### config.mk
export PLATFORM = sky130hd
export DESIGN_NAME = lpp_div
export DESIGN_NICKNAME = d
export VERILOG_FILES = /design/src/rtl/core/lpp_div.sv
export SDC_FILE = /design/constraint.sdc
export NUM_CORES = 2
export LEC_CHECK = 0
export BUFFER_PORTS_ARGS = -buffer_cell sky130_fd_sc_hd__buf_2
export CORE_MARGIN = 3
export CORE_UTILIZATION = 50
export DETAILED_ROUTE_END_ITERATION = 12
export HOLD_SLACK_MARGIN = 0.05
export PLACE_DENSITY = 0.76
export SETUP_SLACK_MARGIN = 0.4
export SLEW_MARGIN = 15
export SYNTH_ARGS = -nofsm -noshare
export SYNTH_HDL_FRONTEND = slang
export SYNTH_SLANG_ARGS = --single-unit
export TNS_END_PERCENT = 5
### constraint.sdc
create_clock -name clk -period 10.8 [get_ports clk]
set_clock_uncertainty 0.15 [all_clocks]
set_input_delay 1.08 -clock clk [delete_from_list [all_inputs] [get_ports clk]]
set_output_delay 1.08 -clock clk [all_outputs]
set_load 0.03 [all_outputs]
### src/rtl/core/lpp_div.sv
// pipelined restoring divider, one quotient bit per stage
// no dependencies beyond the package convention
`default_nettype none
module lpp_div #(
  parameter int DIVD_W = 50,
  parameter int QUO_W  = 12
) (
  input  wire logic              clk,
  input  wire logic              en,
  input  wire logic [DIVD_W-1:0] dividend,
  input  wire logic [DIVD_W-1:0] divisor,
  output logic [QUO_W-1:0]       quotient
);

  localparam int EXT_W = DIVD_W + QUO_W;

  logic [DIVD_W-1:0] rem_r [QUO_W];
  logic [DIVD_W-1:0] dsr_r [QUO_W];
  logic [QUO_W-1:0]  quo_r [QUO_W];

  for (genvar k = 0; k < QUO_W; k++) begin : g_stage
    logic [DIVD_W-1:0] rem_in;
    logic [DIVD_W-1:0] dsr_in;
    logic [QUO_W-1:0]  quo_in;
    logic [EXT_W-1:0]  trial;
    logic [EXT_W-1:0]  diff;
    logic              take;

    if (k == 0) begin : g_first
      assign rem_in = dividend;
      assign dsr_in = divisor;
      assign quo_in = '0;
    end else begin : g_next
      assign rem_in = rem_r[k-1];
      assign dsr_in = dsr_r[k-1];
      assign quo_in = quo_r[k-1];
    end

    assign trial = EXT_W'(dsr_in) << (QUO_W - 1 - k);
    assign take  = EXT_W'(rem_in) >= trial;
    assign diff  = EXT_W'(rem_in) - trial;

    always_ff @(posedge clk) begin
      if (en) begin
        rem_r[k] <= take ? diff[DIVD_W-1:0] : rem_in;
        dsr_r[k] <= dsr_in;
        quo_r[k] <= quo_in | (take ? (QUO_W'(1) << (QUO_W - 1 - k)) : '0);
      end
    end
  end

  assign quotient = quo_r[QUO_W-1];

endmodule
`default_nettype wire

After elaboration in Yosys (flattened, before gate mapping):

Memory sizes are Yosys's and may differ from the RTL's.
Index checks and enable logic that the tools add are counted.

* add/subtract/negate cells: 12
* multipliers: 0
* div/mod/pow operators: 0
* $lt $le $gt $ge: 12
* equal/unequal tests: 0
* shift-type cells: 0
* muxes and demuxes: 26
* bitwise logic cells: 11
* reductions and logical operators: 0

Operators with widths (count)
* 50-bit 2-to-1 mux: 12
* 50-bit subtractor: 12
* 50-bit by 61-bit greater-or-equal comparator with 1-bit output: 1
* 50-bit by 60-bit greater-or-equal comparator with 1-bit output: 1
* 50-bit by 59-bit greater-or-equal comparator with 1-bit output: 1
* 50-bit by 58-bit greater-or-equal comparator with 1-bit output: 1
* 50-bit by 57-bit greater-or-equal comparator with 1-bit output: 1
* 50-bit by 56-bit greater-or-equal comparator with 1-bit output: 1
* 50-bit by 55-bit greater-or-equal comparator with 1-bit output: 1
* 50-bit by 54-bit greater-or-equal comparator with 1-bit output: 1
* 50-bit by 53-bit greater-or-equal comparator with 1-bit output: 1
* 50-bit by 52-bit greater-or-equal comparator with 1-bit output: 1
* 50-bit by 51-bit greater-or-equal comparator with 1-bit output: 1
* 50-bit greater-or-equal comparator: 1
* 12-bit 2-to-1 mux: 1
* 12-bit by 1-bit OR with 12-bit output: 1
* 12-bit by 10-bit OR with 12-bit output: 1
* 12-bit by 11-bit OR with 12-bit output: 1
* 12-bit by 2-bit OR with 12-bit output: 1
* 12-bit by 3-bit OR with 12-bit output: 1
* 12-bit by 4-bit OR with 12-bit output: 1
* 12-bit by 5-bit OR with 12-bit output: 1
* 12-bit by 6-bit OR with 12-bit output: 1
* 12-bit by 7-bit OR with 12-bit output: 1
* 13 further kinds: 15

* bits in registers: 0
* bits in latches: 0
* memory bits (writable): 1344
* bits in read-only memories: 0
* input port bits: 102
* output and inout port bits: 12
* word-level logic and storage cells: 64
* memories: 3

Memory list
* dsr_r: words 12, width 50, read ports 11, clocked after Yosys merged registers in 0, write ports 12, RTL line 18 `logic [DIVD_W-1:0] dsr_r [QUO_W];`
* rem_r: words 12, width 50, read ports 11, clocked after Yosys merged registers in 0, write ports 12, RTL line 17 `logic [DIVD_W-1:0] rem_r [QUO_W];`
* quo_r: words 12, width 12, read ports 12, clocked after Yosys merged registers in 0, write ports 12, RTL line 19 `logic [QUO_W-1:0] quo_r [QUO_W];`

Logic depth before layout (Yosys ltp):

An unclocked memory read counts as a cell.

* depth after elaboration: 4
* gate-level depth with buffers: 17
* mapped depth without buffers: 15

Worst setup path after synthesis:

No wires, ideal clock.

* path type: in2reg
* start: in dividend[11]
* end: mem rem_r[0][35], data pin
* setup time: 0.263 ns
* arrival: 3.733 ns
* data required time: 10.387 ns
* setup slack: 6.654 ns
* stages: 15
* buffers on the path: 1
* cell sequence: inv_1 -> ha_1 -> fa_1 -> nor2b_1 -> o21ai_0 -> nand2b_1 -> a31oi_1 -> o311ai_1 -> a21oi_1 -> a21o_1 -> nand3_1 -> a31oi_2 -> buf_2 -> a221oi_1 -> a21oi_1

RTL lines
* start, declared: RTL line 10 `input wire logic [DIVD_W-1:0] dividend,`
* end, declared: RTL line 17

==> run metrics <==
run status=finished clean; measured slew at the worst slew-check pin=1.11 ns; post-synth top area share=50.2%; share of cells above drive strength 1=7.38%; top cells by area, synth=edfxtp_1 50%, ha_1 9.5%, a21o_1 4.1%; Final GP Congestion=1.03; Final ANT Viol Nets=0; vias in the first global route=48300; Worst VDD drop=0.000109 V; TritonCTS Sinks=1178; crit path DAT=5.45 ns; # setup viols final=0; clock-pin slew on the worst setup and hold paths=0.06 ns; Top FF cell, synth=edfxtp_1; Nets=7368; cts hold-fix bufs=0; post-detail-place hpwl=119 mm; WP data required=11.16 ns; Unique masters post-synth=99; Die H=382 um; Core ar.=140000 um^2; Clk Latency, worst-skew pair=0.77 ns; FP Rows=137; CTS Buffer Depth=3; RSZ-0062 raised after global routing=no; Post-Syn Instances=6671; DR WL/cell=17.6 um; final hold vios=0; Overall Global Routing Usage=20.9%; post-route setup TNS=0 ns; crit-path max FO=82; Initial Util=50.5%; Iteration-0 DRC Markers=3044; final total power=12200 uW; Slew headroom=25.4%; global-route wire length before repair=248 mm; Pleak=0.0330 uW; H-tree depth=4; YS warnings=0; top post-synthesis cells by count=1178 x edfxtp_1, 680 x inv_1, 649 x nand2_1, 534 x ha_1, 532 x o21ai_0; TritonCTS clock tree=built; FILL cells=11900; synthesis-stage register bit count=1178; area leader, netlist=edfxtp_1; leading cell type by number of instances after synthesis=edfxtp_1; Seq/Total Area, Yosys=50.2%; die area=146000 um^2; Critical Path Source Type=flop; Syn Area/Cell=10.6 um^2; critical path type=flop to flop; drt pass-1 iters=5; EDFF count, synth=1178; Max Cap Viol=0; post-route minimum period=5.10 ns; final instance area=76900 um^2; Layout area overhead=9.01%; DRC=0; HP Class=flop to flop; number of buffers created by CTS=131; Synth async-reset ratio=0%; fmax=196 MHz; Area after DPL=72800 um^2; Power Density=158 nW/um^2; fin crit share=47.2%; number of port buffers=113; largest net degree at the start of global routing=183; I/O pins=114; syn nets=7318; via count=48700; Die X=382 um; Worst Setup End Kind=flop; setup repair bufs after CTS=0; GR Overflow Total=0; Final Max Slew Viols=0; post-CTS sizing=0; vias per cell=5.61; Synth Cell Area=70500 um^2; root buffer selected by CTS=clkbuf_16; initial antenna violation count=2; final WL=153 mm
## per-layer routing
layer	vias to the layer above	share of wire (%)	global-route usage, %
met1	22500	42	25.0
met3	390	4.0	2.72
met5	-	0	0
met4	0	6.2	12.3
li1	24500	-	-
met2	1404	48	36.3
## sequential cells by signal (all words and copies together), names as in the netlist
signal	flops
rem_r	550
quo_r	78
dsr_r	550
## layout make-up
cell class | count | area (um^2) | share of cell area, %
clock inverter | 72 | 649 | 0.845
tap | 1876 | 2350 | 3.05
timing repair buffer | 145 | 838 | 1.09
multi-input combinational | 4583 | 31600 | 41.2
antenna | 2 | 5.00 | 0.00651
inverter | 682 | 2560 | 3.33
sequential | 1178 | 35400 | 46.0
clock buffer | 156 | 3460 | 4.50
## worst max-delay path, stage by stage (launching register included)
cell,delay (ns)
edfxtp_1,0.38
inv_1,0.07
ha_1,0.16
inv_1,0.06
fa_1,0.42
a211oi_1,0.28
o21bai_1,0.13
a21oi_1,0.54
o22ai_2,0.23
nor4_2,0.49
o31ai_2,0.20
a21oi_2,0.30
o21ai_1,0.13
nand2_2,0.22
buf_4,0.62
mux2_1,0.38
## cell usage in the layout, fill, tap and decap left out, types with 84 or more instances in the layout
| master | instances |
|---|---|
| a21o_1 | 384 |
| a21oi_1 | 499 |
| buf_2 | 113 |
| clkbuf_16 | 135 |
| edfxtp_1 | 1178 |
| ha_1 | 534 |
| inv_1 | 680 |
| nand2_1 | 648 |
| nand3_1 | 106 |
| nand4_1 | 116 |
| nor2_1 | 239 |
| o21ai_0 | 532 |
| o21bai_1 | 84 |
| xnor2_1 | 244 |
| xor2_1 | 180 |
## logic make-up (layout without fill, tap and decap cells)
| kind of cell | Yosys count | in the layout | synth area share, % |
|---|---|---|---|
| compound gates | 1969 | 1969 | 17.4 |
| xor+xnor | 424 | 424 | 5.27 |
| fa+ha+maj | 545 | 545 | 9.79 |
| buf+inv | 910 | 1055 | 5.05 |
| flops | 1178 | 1178 | 50.2 |
| mux | 119 | 119 | 2.04 |
| other cells | 0 | 2 | 0 |
| simple gates | 1526 | 1526 | 10.3 |
## report_power, final
group | total [uW] | switching, uW | internal (uW) | leakage (uW)
clock network | 4250 | 1750 | 2500 | 0.00200
registers | 5580 | 177 | 5400 | 0.0115
logic | 2340 | 1390 | 952 | 0.0194
## final timing paths
path	to	slack [ns]	depth (start not counted)	start
setup / recovery	rem_r[9][3]	5.70	15	rem_r[8][2]
hold / removal	quo_r[2][5]	0.26	0	quo_r[1][41]
setup reg to reg	rem_r[9][3]	5.70	15	rem_r[8][2]
hold reg to reg	quo_r[2][5]	0.26	0	quo_r[1][41]
## metrics by stage
step                util (%)  hold slack (ns)  setup WS, ns  instances
floorplan                  -            0.250          6.65       6671
global placement        52.1            0.254          5.69       8463
detailed placement      52.1            0.255          5.57       8464
CTS                     55.0            0.263          5.76       8692
global route            55.0            0.273          5.42       8692
finish                  55.0            0.265          5.70       8694
Note: power is estimated with default switching activity, not from simulation.
